==> config.mk <==
export PLATFORM = sky130hd
export DESIGN_NAME = scpa_class_sel
export DESIGN_NICKNAME = d
export VERILOG_FILES = /design/src/design/scpa_pkg.sv /design/src/design/scpa_class_sel.sv
export SDC_FILE = /design/constraint.sdc
export NUM_CORES = 1
export LEC_CHECK = 0
export BUFFER_PORTS_ARGS = -buffer_cell sky130_fd_sc_hd__buf_2
export CAP_MARGIN = 15
export CELL_PAD_IN_SITES_DETAIL_PLACEMENT = 0
export CELL_PAD_IN_SITES_GLOBAL_PLACEMENT = 2
export CORE_MARGIN = 2
export CORE_UTILIZATION = 28
export DETAILED_ROUTE_END_ITERATION = 12
export GPL_ROUTABILITY_DRIVEN = 0
export PLACE_DENSITY = 0.94
export SETUP_SLACK_MARGIN = 0.1
export SKIP_LAST_GASP = 1
export SLEW_MARGIN = 15
export SYNTH_ARGS = -nofsm -noshare
export SYNTH_HDL_FRONTEND = slang
export SYNTH_SLANG_ARGS = --single-unit
==> constraint.sdc <==
create_clock -name vclk -period 4.25
set_input_delay 0.85 -clock vclk [all_inputs]
set_output_delay 0.85 -clock vclk [all_outputs]
set_load 0.01 [all_outputs]
==> src/design/scpa_pkg.sv <==
// Shared types, constants and helpers for the size-class pool allocator.
// No dependencies; imported by scpa_class_sel and size_class_pool_allocator.
`default_nettype none

package scpa_pkg;

    localparam int NUM_CLASSES_DEF      = 4;
    localparam int BLOCKS_PER_CLASS_DEF = 256;
    localparam int NUM_CFG_REGS         = 4;
    localparam int SIZE_W               = 16;
    localparam int CLS_MAX_W            = 3;
    localparam int CFG_ADDR_W           = 4;
    localparam int CFG_DATA_W           = 32;
    localparam logic [SIZE_W-1:0] MIN_BLOCK_BYTES = 16'd8;

    typedef enum logic [1:0] {
        ST_OK          = 2'd0,
        ST_EMPTY       = 2'd1,
        ST_UNSUPPORTED = 2'd2
    } t_status;

    localparam logic OP_ALLOC   = 1'b0;
    localparam logic OP_RELEASE = 1'b1;

    typedef struct packed {
        logic                 found;
        logic [CLS_MAX_W-1:0] cls;
    } t_pick;

    // Block size of a class after reset: 16 bytes doubling per class.
    function automatic logic [SIZE_W-1:0] reset_size(input int c);
        logic [31:0] s;
        s = 32'd16 << c;
        return s[SIZE_W-1:0];
    endfunction

endpackage

`default_nettype wire

==> src/design/scpa_class_sel.sv <==
// First-fit size class selection for allocate requests.
// Depends on scpa_pkg for the size width and the pick struct.
`default_nettype none

module scpa_class_sel #(
    parameter int NUM_CLASSES = scpa_pkg::NUM_CLASSES_DEF
) (
    input  wire logic [scpa_pkg::SIZE_W-1:0] i_sizes [NUM_CLASSES],
    input  wire logic [scpa_pkg::SIZE_W-1:0] i_request_size,
    output scpa_pkg::t_pick                  o_pick
);
    import scpa_pkg::*;

    logic [NUM_CLASSES-1:0] w_fits;

    // A block must hold a link, so sizes below the minimum count as the minimum.
    always_comb begin
        for (int c = 0; c < NUM_CLASSES; c++) begin
            if (i_sizes[c] < MIN_BLOCK_BYTES) begin
                w_fits[c] = (MIN_BLOCK_BYTES >= i_request_size);
            end else begin
                w_fits[c] = (i_sizes[c] >= i_request_size);
            end
        end
    end

    // Walk downwards so the lowest fitting class wins.
    always_comb begin
        o_pick = '0;
        if (i_request_size != '0) begin
            for (int c = NUM_CLASSES - 1; c >= 0; c--) begin
                if (w_fits[c]) begin
                    o_pick.found = 1'b1;
                    o_pick.cls   = CLS_MAX_W'(c);
                end
            end
        end
    end

endmodule

`default_nettype wire

==> results of run 1 <==
## per-layer routing
layer  vias up  GRT usage [%]  share of wire (%)
met5         -              0                  0
met4         0          0.339                  0
met3         0           2.42                8.7
met2        65           26.4                 43
met1       756           20.8                 48
li1        993              -                  -
## synth_stat cells, types with 2 or more instances
cell	instances
a211oi_1	4
a21o_1	10
a21oi_1	17
a31oi_1	3
and3_1	3
ha_1	64
inv_1	20
nand2_1	7
nand2b_1	3
nand3_1	4
nand4_1	14
nor2_1	10
nor2b_1	5
nor3_1	7
nor4_1	10
o21a_1	2
o21ai_0	10
## logic make-up (layout without fill, tap and decap cells)
kind of cell | after synthesis | after routing | share of synthesized area [%]
AOI/OAI and AO/OA | 55 | 55 | 21.7
other | 1 | 1 | 0.223
and+or+nand+nor | 70 | 70 | 24.9
adders and majority gates | 64 | 64 | 47.7
muxes | 1 | 1 | 0.670
buffers and inverters | 21 | 103 | 4.91
## worst min-delay path: cells and delay by family
family,cells,cell delay (ns)
buffers and inverters,2,0.26
and+or+nand+nor,1,0.07
AOI/OAI and AO/OA,1,0.17
## report_power, final
group | internal (mW) | leakage [nW] | switching, mW | total, mW
Sequential | 0 | 0 | 0 | 0
Combinational | 0.0968 | 1.19 | 0.104 | 0.201
Clock | 0 | 0 | 0 | 0
## worst min-delay path by stage
stage	startpoint	end	slack, ns	cells past startpoint
5_1_grt	i_request_size[3]	o_pick[3]	2.32	4
3_3_place_gp	i_request_size[3]	o_pick[3]	2.21	4
4_1_cts	i_request_size[3]	o_pick[3]	2.20	4
3_5_place_dp	i_request_size[3]	o_pick[3]	2.20	4
6_report	i_request_size[3]	o_pick[3]	2.20	4
2_1_floorplan	i_request_size[3]	o_pick[3]	1.97	2
## layout by cell type, fill, tap and decap left out, drive strengths merged, types with 3 or more instances in the layout
cell type  instances
nand3              4
o21ai             10
nor2b              5
a31oi              4
a211oi             4
a21oi             18
nor4              11
nor3               7
nand2              7
and3               3
nand2b             4
nor2              10
ha                64
a21o              10
inv               20
buf               83
nand4             14
## per-stage QoR
stage | power (mW) | std cells
6_report | 0.201 | 369
5_1_grt | 0.235 | 369
3_3_place_gp | 0.199 | 369
3_5_place_dp | 0.201 | 369
2_1_floorplan | 0.119 | 212
4_1_cts | 0.203 | 369
## layout make-up
type	instances	area [sq um]
fillers	632	3670
repair buffers	83	415
well taps	75	93.8
multi-input cells	191	1600
inverters	20	75.1
==> impl_metrics.tcl, run 1 <==
set metrics [dict create \
    fin_area_sq_um 2180 \
    post-route-util_pct 37.3 \
    yosysUniqueCellTypes 36 \
    finalHoldViolations 0 \
    critPathRequiredTime_ns 3.40 \
    cpLargestDelayFamily "compound AO/OA/AOI/OAI gates" \
    cts_setup_buffers 0 \
    cts_resized 0 \
    syn_avg_cell_area_sq_um 7.93 \
    fin_crit_sh_pct 84.9 \
    wl_per_cell_um 13.7 \
    portBuffers 83 \
    overflow 0 \
    slowest_stage "o311ai_0" \
    drt_iter0_markers 57 \
    power.density_nw_per_um2 92.1 \
    worst-path-stages 10 \
    nClkBuffers 0 \
    area_delta_synth_final_pct 29.9 \
    grt_pass1_wl_mm 8.07 \
    synth_area_leaders "ha_1 (48%), nand4_1 (5.2%), a21oi_1 (5.1%)" \
    drt-vias-per-instance 4.92 \
    seq_area_sq_um 0 \
    maxSlewViolCount 0 \
    pre_cts_slack_ns 0.647 \
    max_stage_delay_ns 0.33 \
    grt_pass1_vias 1819 \
    p_leak_nw 1.19 \
    endpoint "o_pick[1]" \
    crit_start "i_request_size[1]" \
    fmax_mhz 277 \
    synth_top_area_share_pct 47.7 \
    crit_fanout 4 \
    grt_usage_pct 15.2 \
    nets 440 \
    ir_drop_v 0.0000463 \
    drv_cap 0 \
    ioPinCount 84 \
    antennaDiodeCount 0 \
    die_h_um 81.5 \
    status "complete, no violations" \
    drive_gt1_share_pct 31.0 \
    setup_ws_ns 0.640 \
    worstSetupPathType "in -> out" \
    antenna_left 0 \
    path_cells "buf_2 > inv_1 > ha_1 > a31oi_1 > nor2b_1 > o311ai_0 > a21oi_1 > o21ai_0 > nor3b_2 > buf_2" \
    seq_area_frac_synth_pct 0 \
    hold_buffers 0 \
    yosysTopAreaCell "ha_1" \
    dp_hpwl_mm 4.77 \
    antenna_found_initial 0 \
    rsz0062_at_grt "no" \
    n_sequential_cell 0 \
    critPathLaunchType "primary input" \
    drc 0 \
    dieWidth_um 81.5 \
    totalWireLength_mm 5.06 \
    cp.arrival_ns 2.76 \
    yosysWarnings 0 \
    start_util_pct 28.7 \
    setup_viol 0 \
    core_sq_um 5850 \
    mappedNetlistArea_sq_um 1680 \
    rows 28 \
    dieArea_sq_um 6640 \
    hp-class "in -> out" \
    fin_crit_ns 3.61 \
    synthCells 212 \
    grt_max_degree 6 \
    cp-end-kind "output port" \
    finalHoldWorstSlack_ns 2.20 \
    dpl_cell_area_sq_um 2180 \
    syn_nets 356 \
    vias 1814 \
    finalSetupTns_ns 0 \
    cp_common_cell "buf_2" \
    path_buf_inv 3 \
    dr.pass1.iters 4 \
]
Power figures use the tool's default switching activity.
==> run 2, diff against run 1 <==
- CORE_UTILIZATION: 28 -> 23
- PLACE_DENSITY: 0.94 -> 0.83
- clock period: 4.25 -> 3 ns (I/O delays scaled with it)
==> impl_metrics.tcl, run 2 (synthesized netlist as in run 1, its figures left out) <==
set metrics [dict create \
    ioPinCount 84 \
    drive_gt1_share_pct 52.3 \
    overflow 0 \
    setup_viol 0 \
    grt_pass1_wl_mm 8.95 \
    hold_end "o_pick[3]" \
    totalWireLength_mm 5.96 \
    start_util_pct 23.4 \
    crit_fanout 4 \
    die_h_um 89.5 \
    dieWidth_um 89.5 \
    antenna_left 0 \
    nFillCells 763 \
    cp.arrival_ns 2.32 \
    cpLargestDelayFamily "compound AO/OA/AOI/OAI gates" \
    critPathRequiredTime_ns 2.40 \
    drc 0 \
    grt_usage_pct 14.1 \
    ir_drop_v 0.0000463 \
    hp-start "i_request_size[3]" \
    maxSlewViolCount 0 \
    grt_max_degree 6 \
    worstSetupPathType "in -> out" \
    wl_per_cell_um 14.6 \
    vias 1933 \
    setup_ws_ns 0.0820 \
    final_common_cell "buf_2" \
    p_leak_nw 1.29 \
    whs_path_depth 4 \
    finalHoldViolations 0 \
    nClkBuffers 0 \
    dieArea_sq_um 8010 \
    antenna_found_initial 0 \
    drv_cap 0 \
    rows 31 \
    dp_hpwl_mm 5.19 \
    cp-end-kind "output port" \
    dr.pass1.iters 4 \
    n_sequential_cell 0 \
    fin_area_sq_um 2770 \
    power.density_nw_per_um2 143 \
    fin_crit_ns 2.92 \
    slowest_stage "a311oi_2" \
    fmax_mhz 343 \
    pre_cts_slack_ns -0.0899 \
    antennaDiodeCount 0 \
    status "complete, no violations" \
    grt_pass1_vias 1938 \
    max_stage_delay_ns 0.30 \
    rsz0062_at_grt "yes" \
    core_sq_um 7180 \
    cp_common_cell "buf_2" \
    layout.cells.most_common_list "buf_2 (78), ha_1 (45), ha_4 (19)" \
    dpl_cell_area_sq_um 2330 \
    drt-vias-per-instance 4.73 \
    fin_crit_sh_pct 97.3 \
    seq_area_sq_um 0 \
    critPathLaunchType "primary input" \
    path_buf_inv 3 \
    portBuffers 83 \
    drt_iter0_markers 29 \
    path_cells "buf_2 > inv_2 > ha_4 > and3_4 > nand4_1 > a311oi_2 > o31a_1 > nor2_4 > nor3b_2 > buf_2" \
    area_delta_synth_final_pct 64.8 \
    nets 456 \
    hp-class "in -> out" \
]
==> run 2: cell count changes in the layout (fill, tap and decap cells not counted), moves of 5 or more <==
cell	delta
o21ai_0	-9
inv_2	+9
inv_1	-13
ha_1	-19
buf_4	+17
o21ai_1	+8
buf_2	-5
a21oi_1	-8
a21oi_2	+8
ha_4	+19
==> run 2: per-layer routing <==
metal | wire (um) | share of wire (%) | vias up | GRT usage, %
li1 | - | - | 1026 | -
met1 | 2680 | 45 | 849 | 17.9
met2 | 2830 | 48 | 56 | 25.8
met3 | 423 | 7.1 | 2 | 2.49
met4 | 23 | 0.39 | 0 | 0.950
met5 | 0 | 0 | - | 0
==> run 2: what timing repair did <==
action | CTS | global route
pin swaps | 16 | 17
gates resized for setup | 42 | 42
endpoints found under the setup margin | 3 | 3
buffers inserted | 1 | 1
hold buffers | 0 | 0
==> run 2: report_power, final <==
group | total, mW | internal, mW | switching (mW)
Combinational | 0.396 | 0.200 | 0.196
Sequential | 0 | 0 | 0
Clock | 0 | 0 | 0
Total | 0.396 | 0.200 | 0.196
==> run 2: metrics by stage <==
step           util, %  cells  power [mW]  setup TNS (ns)  hold WS [ns]
3_3_place_gp      32.5    407       0.304          -0.125          1.72
6_report          38.6    409       0.396               0          1.68
4_1_cts           35.0    408       0.352               0          1.69
5_1_grt           38.6    409       0.445         -0.0446          1.70
2_1_floorplan        -    212       0.169               0          1.47
3_5_place_dp      32.5    407       0.309          -0.170          1.71
==> run 2: area by class of cell <==
type / count / area [sq um] / share of cell area [%]
well taps: 99 / 124 / 4.47
repair buffers: 99 / 576 / 20.8
multi-input cells: 191 / 1980 / 71.5
inverters: 20 / 90.1 / 3.25
==> run 2: worst max-delay path by stage <==
stage,slack (ns),from,cells past startpoint,to
2_1_floorplan,0.27,i_request_size[13],8,o_pick[3]
3_3_place_gp,-0.08,i_request_size[13],11,o_pick[1]
3_5_place_dp,-0.09,i_request_size[13],11,o_pick[1]
4_1_cts,0.07,i_request_size[13],11,o_pick[1]
5_1_grt,-0.04,i_request_size[7],10,o_pick[1]
6_report,0.08,i_request_size[7],10,o_pick[1]
